$ cat src/hw/rtl/y4ml_pkg.sv
`timescale 1ns / 1ps
`default_nettype none
// ----------------------------------------------------------------------------
// y4ml_pkg
// Types, byte codes and helpers shared by the YUV4MPEG2 luma extractor.
// ----------------------------------------------------------------------------
package y4ml_pkg;

    // Parser phases, one-hot
    typedef enum logic [6:0] {
        PH_MAGIC  = 7'b0000001,
        PH_GAP    = 7'b0000010,
        PH_TOKEN  = 7'b0000100,
        PH_FLINE  = 7'b0001000,
        PH_LUMA   = 7'b0010000,
        PH_CHROMA = 7'b0100000,
        PH_ERROR  = 7'b1000000
    } t_phase;

    // Result kinds
    localparam logic KIND_PIXEL = 1'b0;
    localparam logic KIND_ERROR = 1'b1;

    // Error codes
    localparam logic [1:0] ERR_CHROMA    = 2'd0;
    localparam logic [1:0] ERR_INTERLACE = 2'd1;
    localparam logic [1:0] ERR_TAG       = 2'd2;
    localparam logic [1:0] ERR_NUMBER    = 2'd3;

    // Stream bytes
    localparam logic [7:0] CH_LF = 8'h0A;
    localparam logic [7:0] CH_W  = 8'h57;
    localparam logic [7:0] CH_H  = 8'h48;
    localparam logic [7:0] CH_C  = 8'h43;
    localparam logic [7:0] CH_I  = 8'h49;
    localparam logic [7:0] CH_F  = 8'h46;
    localparam logic [7:0] CH_A  = 8'h41;
    localparam logic [7:0] CH_X  = 8'h58;
    localparam logic [7:0] CH_P  = 8'h70;

    // Length of the "420jpeg" chroma value
    localparam int         MATCH_W    = 3;
    localparam logic [2:0] CHROMA_LEN = 3'd7;

    typedef struct packed {
        logic       kind;
        logic [7:0] pixel;
        logic       frame_last;
        logic [1:0] error_code;
    } t_result;

    function automatic logic is_space(input logic [7:0] c);
        return c inside {8'h20, 8'h09, 8'h0D, 8'h0B, 8'h0C};
    endfunction

    function automatic logic is_digit(input logic [7:0] c);
        return c inside {[8'h30 : 8'h39]};
    endfunction

    // Expected characters of "420jpeg"
    function automatic logic [7:0] chroma_char(input logic [MATCH_W-1:0] idx);
        logic [7:0] ch;
        case (idx)
            3'd0:    ch = 8'h34;
            3'd1:    ch = 8'h32;
            3'd2:    ch = 8'h30;
            3'd3:    ch = 8'h6A;
            3'd4:    ch = 8'h70;
            3'd5:    ch = 8'h65;
            3'd6:    ch = 8'h67;
            default: ch = 8'h00;
        endcase
        return ch;
    endfunction

endpackage
`default_nettype wire

$ cat src/hw/rtl/y4ml_in_if.sv
`timescale 1ns / 1ps
`default_nettype none
// ----------------------------------------------------------------------------
// y4ml_in_if
// Byte stream channel: valid/ready with one raw stream byte per request.
// ----------------------------------------------------------------------------
interface y4ml_in_if;
    logic       valid;
    logic       ready;
    logic [7:0] in_byte;

    modport source (output valid, output in_byte, input ready);
    modport sink   (input valid, input in_byte, output ready);
endinterface
`default_nettype wire

$ cat src/hw/rtl/y4ml_out_if.sv
`timescale 1ns / 1ps
`default_nettype none
// ----------------------------------------------------------------------------
// y4ml_out_if
// Result channel: valid/ready carrying a luma pixel or an error request.
// ----------------------------------------------------------------------------
interface y4ml_out_if;
    logic       valid;
    logic       ready;
    logic       kind;
    logic [7:0] pixel;
    logic       frame_last;
    logic [1:0] error_code;

    modport source (output valid, output kind, output pixel, output frame_last,
                    output error_code, input ready);
    modport sink   (input valid, input kind, input pixel, input frame_last,
                    input error_code, output ready);
endinterface
`default_nettype wire

$ cat src/hw/rtl/y4ml_parser.sv
`timescale 1ns / 1ps
`default_nettype none
// ----------------------------------------------------------------------------
// y4ml_parser
// Header tag parser, frame sequencer and luma/chroma byte counters.
// ----------------------------------------------------------------------------
module y4ml_parser #(
    parameter int MAX_DIM = 4096
) (
    input  wire logic               i_clk,
    input  wire logic               i_rst_n,
    input  wire logic               i_step,
    input  wire logic [7:0]         i_byte,
    output y4ml_pkg::t_result       o_res,
    output logic                    o_res_valid
);

    localparam int DIM_W  = $clog2(MAX_DIM + 1);
    localparam int NUM_W  = DIM_W + 4;
    localparam int NPIX_W = 2 * DIM_W;
    localparam logic [NUM_W-1:0] MAX_NUM = NUM_W'(MAX_DIM);
    localparam logic [DIM_W-1:0] MAX_VAL = DIM_W'(MAX_DIM);

    y4ml_pkg::t_phase r_phase, n_phase;
    logic                        r_magic_started, n_magic_started;
    logic [7:0]                  r_tag, n_tag;
    logic                        r_num_ok, n_num_ok;
    logic                        r_num_done, n_num_done;
    logic [DIM_W-1:0]            r_num, n_num;
    logic [y4ml_pkg::MATCH_W-1:0] r_match_len, n_match_len;
    logic                        r_match_bad, n_match_bad;
    logic [DIM_W-1:0]            r_w, n_w;
    logic [DIM_W-1:0]            r_h, n_h;
    logic [NPIX_W-1:0]           r_npix;
    logic [NPIX_W-1:0]           r_luma_left, n_luma_left;
    logic [NPIX_W-1:0]           r_chroma_left, n_chroma_left;

    logic                        sep;
    logic                        tok_err;
    logic [1:0]                  tok_code;
    logic [NUM_W-1:0]            num_x10;

    assign sep = (i_byte == y4ml_pkg::CH_LF) || y4ml_pkg::is_space(i_byte);
    assign num_x10 = ({4'b0, r_num} << 3) + ({4'b0, r_num} << 1)
                   + {{DIM_W{1'b0}}, i_byte[3:0]};

    // Check the token that ends with the current separator
    always_comb begin
        tok_err  = 1'b0;
        tok_code = y4ml_pkg::ERR_CHROMA;
        case (r_tag)
            y4ml_pkg::CH_W, y4ml_pkg::CH_H: begin
                if (!r_num_ok) begin
                    tok_err  = 1'b1;
                    tok_code = y4ml_pkg::ERR_NUMBER;
                end
            end
            y4ml_pkg::CH_C: begin
                if (r_match_bad || r_match_len != y4ml_pkg::CHROMA_LEN) begin
                    tok_err  = 1'b1;
                    tok_code = y4ml_pkg::ERR_CHROMA;
                end
            end
            y4ml_pkg::CH_I: begin
                if (r_match_bad || r_match_len != 3'd1) begin
                    tok_err  = 1'b1;
                    tok_code = y4ml_pkg::ERR_INTERLACE;
                end
            end
            y4ml_pkg::CH_F, y4ml_pkg::CH_A, y4ml_pkg::CH_X: ;
            default: begin
                tok_err  = 1'b1;
                tok_code = y4ml_pkg::ERR_TAG;
            end
        endcase
    end

    always_comb begin
        n_phase         = r_phase;
        n_magic_started = r_magic_started;
        n_tag           = r_tag;
        n_num_ok        = r_num_ok;
        n_num_done      = r_num_done;
        n_num           = r_num;
        n_match_len     = r_match_len;
        n_match_bad     = r_match_bad;
        n_w             = r_w;
        n_h             = r_h;
        n_luma_left     = r_luma_left;
        n_chroma_left   = r_chroma_left;
        o_res_valid     = 1'b0;
        o_res           = '0;

        if (i_step) begin
            case (r_phase)
                y4ml_pkg::PH_MAGIC: begin
                    if (!r_magic_started) begin
                        if (!sep) begin
                            n_magic_started = 1'b1;
                        end
                    end else if (i_byte == y4ml_pkg::CH_LF) begin
                        n_phase = y4ml_pkg::PH_FLINE;
                    end else if (y4ml_pkg::is_space(i_byte)) begin
                        n_phase = y4ml_pkg::PH_GAP;
                    end
                end
                y4ml_pkg::PH_GAP: begin
                    if (i_byte == y4ml_pkg::CH_LF) begin
                        n_phase = y4ml_pkg::PH_FLINE;
                    end else if (!y4ml_pkg::is_space(i_byte)) begin
                        n_tag       = i_byte;
                        n_num_ok    = 1'b0;
                        n_num_done  = 1'b0;
                        n_num       = '0;
                        n_match_len = '0;
                        n_match_bad = 1'b0;
                        n_phase     = y4ml_pkg::PH_TOKEN;
                    end
                end
                y4ml_pkg::PH_TOKEN: begin
                    if (sep) begin
                        if (tok_err) begin
                            n_phase                = y4ml_pkg::PH_ERROR;
                            o_res_valid            = 1'b1;
                            o_res.kind             = y4ml_pkg::KIND_ERROR;
                            o_res.error_code       = tok_code;
                        end else begin
                            if (r_tag == y4ml_pkg::CH_W) begin
                                n_w = r_num;
                            end else if (r_tag == y4ml_pkg::CH_H) begin
                                n_h = r_num;
                            end
                            n_phase = (i_byte == y4ml_pkg::CH_LF) ? y4ml_pkg::PH_FLINE
                                                                  : y4ml_pkg::PH_GAP;
                        end
                    end else begin
                        case (r_tag)
                            y4ml_pkg::CH_W, y4ml_pkg::CH_H: begin
                                // Only the leading run of digits counts
                                if (!r_num_done && y4ml_pkg::is_digit(i_byte)) begin
                                    n_num    = (num_x10 > MAX_NUM) ? MAX_VAL
                                                                   : num_x10[DIM_W-1:0];
                                    n_num_ok = 1'b1;
                                end else begin
                                    n_num_done = 1'b1;
                                end
                            end
                            y4ml_pkg::CH_C: begin
                                if (r_match_len < y4ml_pkg::CHROMA_LEN &&
                                    y4ml_pkg::chroma_char(r_match_len) == i_byte) begin
                                    n_match_len = r_match_len + 3'd1;
                                end else begin
                                    n_match_bad = 1'b1;
                                end
                            end
                            y4ml_pkg::CH_I: begin
                                if (r_match_len == 3'd0 && i_byte == y4ml_pkg::CH_P) begin
                                    n_match_len = 3'd1;
                                end else begin
                                    n_match_bad = 1'b1;
                                end
                            end
                            default: ;
                        endcase
                    end
                end
                y4ml_pkg::PH_FLINE: begin
                    if (i_byte == y4ml_pkg::CH_LF) begin
                        n_luma_left   = r_npix;
                        n_chroma_left = {1'b0, r_npix[NPIX_W-1:2], 1'b0};
                        n_phase       = (r_npix != '0) ? y4ml_pkg::PH_LUMA
                                                       : y4ml_pkg::PH_FLINE;
                    end
                end
                y4ml_pkg::PH_LUMA: begin
                    n_luma_left      = r_luma_left - NPIX_W'(1);
                    o_res_valid      = 1'b1;
                    o_res.kind       = y4ml_pkg::KIND_PIXEL;
                    o_res.pixel      = i_byte;
                    o_res.frame_last = (r_luma_left == NPIX_W'(1));
                    if (r_luma_left == NPIX_W'(1)) begin
                        n_phase = (r_chroma_left != '0) ? y4ml_pkg::PH_CHROMA
                                                        : y4ml_pkg::PH_FLINE;
                    end
                end
                y4ml_pkg::PH_CHROMA: begin
                    if (r_chroma_left != '0) begin
                        n_chroma_left = r_chroma_left - NPIX_W'(1);
                    end
                    if (r_chroma_left <= NPIX_W'(1)) begin
                        n_phase = y4ml_pkg::PH_FLINE;
                    end
                end
                y4ml_pkg::PH_ERROR: ;
                default: ;
            endcase
        end
    end

    always_ff @(posedge i_clk) begin
        if (!i_rst_n) begin
            r_phase         <= y4ml_pkg::PH_MAGIC;
            r_magic_started <= 1'b0;
            r_tag           <= '0;
            r_num_ok        <= 1'b0;
            r_num_done      <= 1'b0;
            r_num           <= '0;
            r_match_len     <= '0;
            r_match_bad     <= 1'b0;
            r_w             <= '0;
            r_h             <= '0;
            r_npix          <= '0;
            r_luma_left     <= '0;
            r_chroma_left   <= '0;
        end else begin
            r_phase         <= n_phase;
            r_magic_started <= n_magic_started;
            r_tag           <= n_tag;
            r_num_ok        <= n_num_ok;
            r_num_done      <= n_num_done;
            r_num           <= n_num;
            r_match_len     <= n_match_len;
            r_match_bad     <= n_match_bad;
            r_w             <= n_w;
            r_h             <= n_h;
            // Hold the frame size ready for the very next frame line
            r_npix          <= NPIX_W'(n_w) * NPIX_W'(n_h);
            r_luma_left     <= n_luma_left;
            r_chroma_left   <= n_chroma_left;
        end
    end

endmodule
`default_nettype wire

$ cat src/hw/rtl/y4m_luma_extractor_unit.sv
`timescale 1ns / 1ps
`default_nettype none
// ----------------------------------------------------------------------------
// y4m_luma_extractor_unit
// Extracts the luma planes of a 4:2:0 progressive YUV4MPEG2 byte stream.
// ----------------------------------------------------------------------------
// Takes one stream byte per clock unless stalled, and gives each luma byte as a
// pixel request, with frame_last on the last byte of a frame. Header tags W
// and H set the frame size (saturating at MAX_DIM); C must read 420jpeg and I
// must read p; F, A and X are skipped; any other tag, or a non-numeric W or H
// value, gives a single error request, after which all input is swallowed
// until reset. A byte taken in waits in the input register while the parser
// works on it, and its result is then stored in the result register. Only
// back-pressure on the result side slows the input, once the input register
// holds a byte that cannot move on. The
// W*H frame size is kept in its own register, refreshed every cycle from the
// multiplier, so a frame line may start right after the header ends.
// ----------------------------------------------------------------------------
module y4m_luma_extractor_unit #(
    parameter int MAX_DIM = 4096
) (
    input  wire logic   i_clk,
    input  wire logic   i_rst_n,
    y4ml_in_if.sink     i_in,
    y4ml_out_if.source  o_out
);

    logic               r_in_valid;
    logic [7:0]         r_in_byte;
    logic               r_out_valid;
    y4ml_pkg::t_result  r_out;

    logic               adv;
    logic               step;
    logic               res_valid;
    y4ml_pkg::t_result  res;

    // Advance when the result register is free or being emptied
    assign adv        = !r_out_valid || o_out.ready;
    assign i_in.ready = !r_in_valid || adv;
    assign step       = r_in_valid && adv;

    y4ml_parser #(
        .MAX_DIM (MAX_DIM)
    ) u_parser (
        .i_clk       (i_clk),
        .i_rst_n     (i_rst_n),
        .i_step      (step),
        .i_byte      (r_in_byte),
        .o_res       (res),
        .o_res_valid (res_valid)
    );

    always_ff @(posedge i_clk) begin
        if (!i_rst_n) begin
            r_in_valid <= 1'b0;
        end else if (i_in.ready) begin
            r_in_valid <= i_in.valid;
        end
    end

    always_ff @(posedge i_clk) begin
        if (i_in.ready && i_in.valid) begin
            r_in_byte <= i_in.in_byte;
        end
    end

    always_ff @(posedge i_clk) begin
        if (!i_rst_n) begin
            r_out_valid <= 1'b0;
        end else if (adv) begin
            r_out_valid <= step && res_valid;
        end
    end

    always_ff @(posedge i_clk) begin
        if (adv) begin
            r_out <= res;
        end
    end

    assign o_out.valid      = r_out_valid;
    assign o_out.kind       = r_out.kind;
    assign o_out.pixel      = r_out.pixel;
    assign o_out.frame_last = r_out.frame_last;
    assign o_out.error_code = r_out.error_code;

endmodule
`default_nettype wire
$ cat src/flat_wrapper.sv
// flat-port wrapper written by rule: the top's interface ports become plain ports
module y4m_luma_extractor_unit_flat 
#(
    parameter int MAX_DIM = 4096
)
  (i_clk, i_rst_n, i_in_valid, i_in_in_byte, i_in_ready, o_out_valid, o_out_kind, o_out_pixel, o_out_frame_last, o_out_error_code, o_out_ready);
  y4ml_in_if i_in_i ();
  y4ml_out_if o_out_i ();
  input  wire logic i_clk;
  input  wire logic i_rst_n;
  input wire logic [$bits(i_in_i.valid)-1:0] i_in_valid;
  input wire logic [$bits(i_in_i.in_byte)-1:0] i_in_in_byte;
  output wire logic [$bits(i_in_i.ready)-1:0] i_in_ready;
  output wire logic [$bits(o_out_i.valid)-1:0] o_out_valid;
  output wire logic [$bits(o_out_i.kind)-1:0] o_out_kind;
  output wire logic [$bits(o_out_i.pixel)-1:0] o_out_pixel;
  output wire logic [$bits(o_out_i.frame_last)-1:0] o_out_frame_last;
  output wire logic [$bits(o_out_i.error_code)-1:0] o_out_error_code;
  input wire logic [$bits(o_out_i.ready)-1:0] o_out_ready;
  assign i_in_i.valid = i_in_valid;
  assign i_in_i.in_byte = i_in_in_byte;
  assign i_in_ready = i_in_i.ready;
  assign o_out_valid = o_out_i.valid;
  assign o_out_kind = o_out_i.kind;
  assign o_out_pixel = o_out_i.pixel;
  assign o_out_frame_last = o_out_i.frame_last;
  assign o_out_error_code = o_out_i.error_code;
  assign o_out_i.ready = o_out_ready;
  y4m_luma_extractor_unit #(.MAX_DIM(MAX_DIM)) u_core (.i_clk(i_clk), .i_rst_n(i_rst_n), .i_in(i_in_i), .o_out(o_out_i));
endmodule
$ cat config.mk
export PLATFORM = sky130hd
export DESIGN_NAME = y4m_luma_extractor_unit_flat
export DESIGN_NICKNAME = d
export VERILOG_FILES = /design/src/hw/rtl/y4ml_pkg.sv /design/src/hw/rtl/y4ml_in_if.sv /design/src/hw/rtl/y4ml_out_if.sv /design/src/hw/rtl/y4ml_parser.sv /design/src/hw/rtl/y4m_luma_extractor_unit.sv /design/src/flat_wrapper.sv
export SDC_FILE = /design/constraint.sdc
export NUM_CORES = 1
export LEC_CHECK = 0
export ABC_AREA = 1
export ABC_CLOCK_PERIOD_IN_PS = 7500
export BUFFER_PORTS_ARGS = -buffer_cell sky130_fd_sc_hd__buf_2
export CORE_MARGIN = 2
export CORE_UTILIZATION = 30
export DETAILED_ROUTE_END_ITERATION = 16
export SLEW_MARGIN = 10
export SYNTH_ARGS = -nofsm -noshare
export SYNTH_HDL_FRONTEND = slang
export SYNTH_HIERARCHICAL = 1
export SYNTH_SLANG_ARGS = --single-unit
$ cat constraint.sdc
create_clock -name i_clk -period 7.5 [get_ports i_clk]
set_clock_uncertainty 0.15 [all_clocks]
set_input_delay 1.5 -clock i_clk [delete_from_list [all_inputs] [get_ports i_clk]]
set_output_delay 1.5 -clock i_clk [all_outputs]
set_load 0.005 [all_outputs]
==> impl_results.md <==
- Core box area: approximately 50000 um^2
- Slew margin rel.: 0.3518
- Share of cells above drive strength 1: 0.1001
- Crit path launch type: input pin
- CTS tree: yes
- Remaining global-route overflow: 0
- Most frequent CP cell: inv_1
- Finished Cell Area: roughly 17000 um^2
- Syn Nets: 2344
- Initial core utilization: 0.3020
- First-pass GRT wire length: about 67000 um
- Asr flop ratio synth: 0
- Layout Nets: approximately 2400
- Io pins: 26
- H-tree level count: 4
- Mapped Cells: between 2000 and 2500
- Maximum vdd ir drop: roughly 0.15 mV
- Cell Area, Placed: 16290 um^2
- WL final: around 40000 um
- Final min period: between 7 and 8 ns
- Crit-path max FO: 15
- FF+latch count, synth: 161
- Antenna Cells: 0
- Final setup vio count: 0
- Worst setup margin: between 0.3 and 0.4 ns
- Synthesized cell area: about 15000 um^2
- Sink Count: approximately 160
- Post-synthesis cell type count: 51
- Dominant synthesized flop cell: dfxtp_1
- Routed vias/inst: about 4.8
- RSZ-0062 raised after global routing: false
- Cell at the root of the clock tree: clkbuf_16
- Port Buffers: 25
- Chip height: 228.1 um
- Core Util, Final: 0.3391
- Gr usage total: 0.1566
- DRT iter0 DRCs: around 960
- Sequential cell area: 3423 um^2
- DR pass1 iterations: 5
- CP Data Arrival Time: 7.28 ns
- Slew at the pin with the worst max-slew slack: about 0.97 ns
- Seq/Total Area, Yosys: 0.2273
- Largest net degree at the start of global routing: 83
- Worst min-delay path class: reg2reg
- DP HPWL: between 30000 and 40000 um
- Clock latency on the worst-skew pair: approximately 0.45 ns
- Syn Area/Cell: between 7 and 8 um^2
- Final ANT Viol Nets: 0
- Row count: ~80
- Slowest stage cell on the critical path: fa_1
- CTS Hold Bufs: 0
- Power density cells: about 110 nW/um^2
- YS warnings: 6
- Final Hold Violating Endpoints: 0
- Die W: approximately 230 um
- Fill count: between 5000 and 6000
- P&R area growth vs syn: 12.25%
- # DRC: 0
- Vias post-DR: about 14000
- Vias in the first global route: 13310
- Routed WL per cell: 14.05 um
- Total design power: about 1800 uW
- Num CTS Buffers: 17
- Crit path capture type: flop
- CP max stage delay: 0.54 ns
- Fin. max-slew vios: 0
- Status: completed
- Clock buffer depth: 2
- CP Class: in2reg
- Fmax: 140.8 MHz
- Leakage Power: 0.008205 uW
- Area taken by multi-input logic gates: 9862 um^2
- Post-synth EDFFs: 20
- Initial antenna violation count: 0
- Worst Path Required: between 7 and 8 ns
- RePlAce Congestion: between 0.9 and 1
- Die area: roughly 52000 um^2
- Pre-CTS worst setup slack: -0.1426 ns
- Clock transition at the registers of the reported paths: 0.07 ns
- Max Cap Viol: 0
- Period utilization: 0.9471
[path summary, 6_finish.rpt]
path	start	to	slack, ns	cells past startpoint
setup reg to reg	u_core/r_in_byte[6]$_DFFE_PP_	u_core/u_parser/r_npix[22]$_SDFF_PN0_	0.79	27
hold / removal	u_core/u_parser/r_magic_started$_SDFFE_PN0P_	u_core/u_parser/r_magic_started$_SDFFE_PN0P_	0.31	2
setup / recovery	o_out_ready	u_core/u_parser/r_npix[22]$_SDFF_PN0_	0.40	25
hold reg to reg	u_core/u_parser/r_magic_started$_SDFFE_PN0P_	u_core/u_parser/r_magic_started$_SDFFE_PN0P_	0.31	2
[stage by stage]
step | TNS [ns] | hold WS, ns | std cells
after floorplan | 0 | 0.2859 | 2103
after global placement | -0.5090 | 0.2937 | 2817
after global routing | 0 | 0.3322 | 2849
after detailed placement | -0.8590 | 0.3026 | 2817
after CTS | 0 | 0.3125 | 2849
final | 0 | 0.3144 | 2849
[layer usage]
| metal | track usage | share of wire |
|---|---|---|
| met3 | 0.02300 | 0.049 |
| met2 | 0.2651 | 0.47 |
| met4 | 0.04330 | 0.017 |
| met1 | 0.2076 | 0.46 |
| met5 | 0 | 0 |
[sequential cells by signal (all words and copies together), names as in the netlist, 3 cells and up]
signal / flops
u_core/u_parser/r_chroma_left: 26
u_core/u_parser/r_luma_left: 26
u_core/u_parser/r_npix: 26
u_core/u_parser/r_h: 13
u_core/u_parser/r_num: 13
u_core/u_parser/r_w: 13
u_core/o_out.pixel: 8
u_core/r_in_byte: 8
u_core/u_parser/r_tag: 8
u_core/u_parser/r_phase: 7
u_core/u_parser/r_match_len: 3
[logic make-up (layout without fill, tap and decap cells)]
logic type | Yosys count | in the layout | synth area share
simple gates | 918 | 918 | 0.2575
buf+inv | 445 | 519 | 0.1181
compound gates | 317 | 317 | 0.1264
fa+ha+maj | 229 | 229 | 0.2516
flops | 161 | 161 | 0.2273
xor+xnor | 33 | 33 | 0.01919
[area by class of cell]
cell class / instances / area share
Clock buffer: 22 / 0.02938
Clock inverter: 10 / 0.007031
Inverter: 394 / 0.08822
Multi-Input combinational cell: 1497 / 0.5833
Sequential cell: 161 / 0.2025
Tap cell: 672 / 0.04973
Timing Repair Buffer: 93 / 0.03982
[placed cells by master (no fill, tap or decap), drive strengths merged, types with 3 or more instances in the layout]
master / n
nand2: 425
inv: 397
nor2: 322
a21oi: 149
dfxtp: 141
o21ai: 124
fa: 123
ha: 106
nand3: 101
buf: 93
nand4: 34
nor3: 23
clkbuf: 22
edfxtp: 20
xor2: 17
xnor2: 16
a31oi: 10
o21bai: 6
a21o: 6
nor4: 5
o21a: 4
a211oi: 4
clkinv: 4
nand3b: 3
a221oi: 3
o211ai: 3
a21boi: 3
[where the power goes]
| part | leakage, uW | switching [uW] | internal, uW |
|---|---|---|---|
| combinational | 0.00654 | 32.1 | 11.7 |
| clock | 0.000302 | 369 | 541 |
| sequential | 0.00136 | 6.06 | 875 |
| total | 0.00821 | 407 | 1430 |
[Yosys cell counts, types with 14 or more instances]
cell / n / area share
fa_1: 123 / 0.16
buf_2: 14 / 0.0047
nand3_1: 100 / 0.033
a21oi_1: 148 / 0.049
nand2_2: 18 / 0.0075
ha_1: 106 / 0.088
o21ai_0: 97 / 0.032
edfxtp_1: 20 / 0.040
xor2_1: 17 / 0.0099
o21ai_4: 16 / 0.017
nand2_1: 404 / 0.10
dfxtp_1: 141 / 0.19
inv_2: 24 / 0.0060
clkbuf_1: 26 / 0.0065
nor3_1: 19 / 0.0063
nor2_1: 314 / 0.078
xnor2_1: 16 / 0.0093
inv_1: 365 / 0.091
nand4_1: 31 / 0.013
[critical path, delay by kind of cell]
| family | cells | cell delay [ns] |
|---|---|---|
| AO/OA/AOI/OAI | 7 | 1.45 |
| AND/OR/NAND/NOR | 4 | 0.69 |
| adder cells (fa/ha/maj) | 6 | 2.85 |
| buffers and inverters | 8 | 0.76 |
[what timing repair did]
item                                    in CTS  in global routing
gates resized for setup                      0                  1
buffers inserted                             0                  0
endpoints found under the setup margin       0                  7
Power figures use the tool's default switching activity.
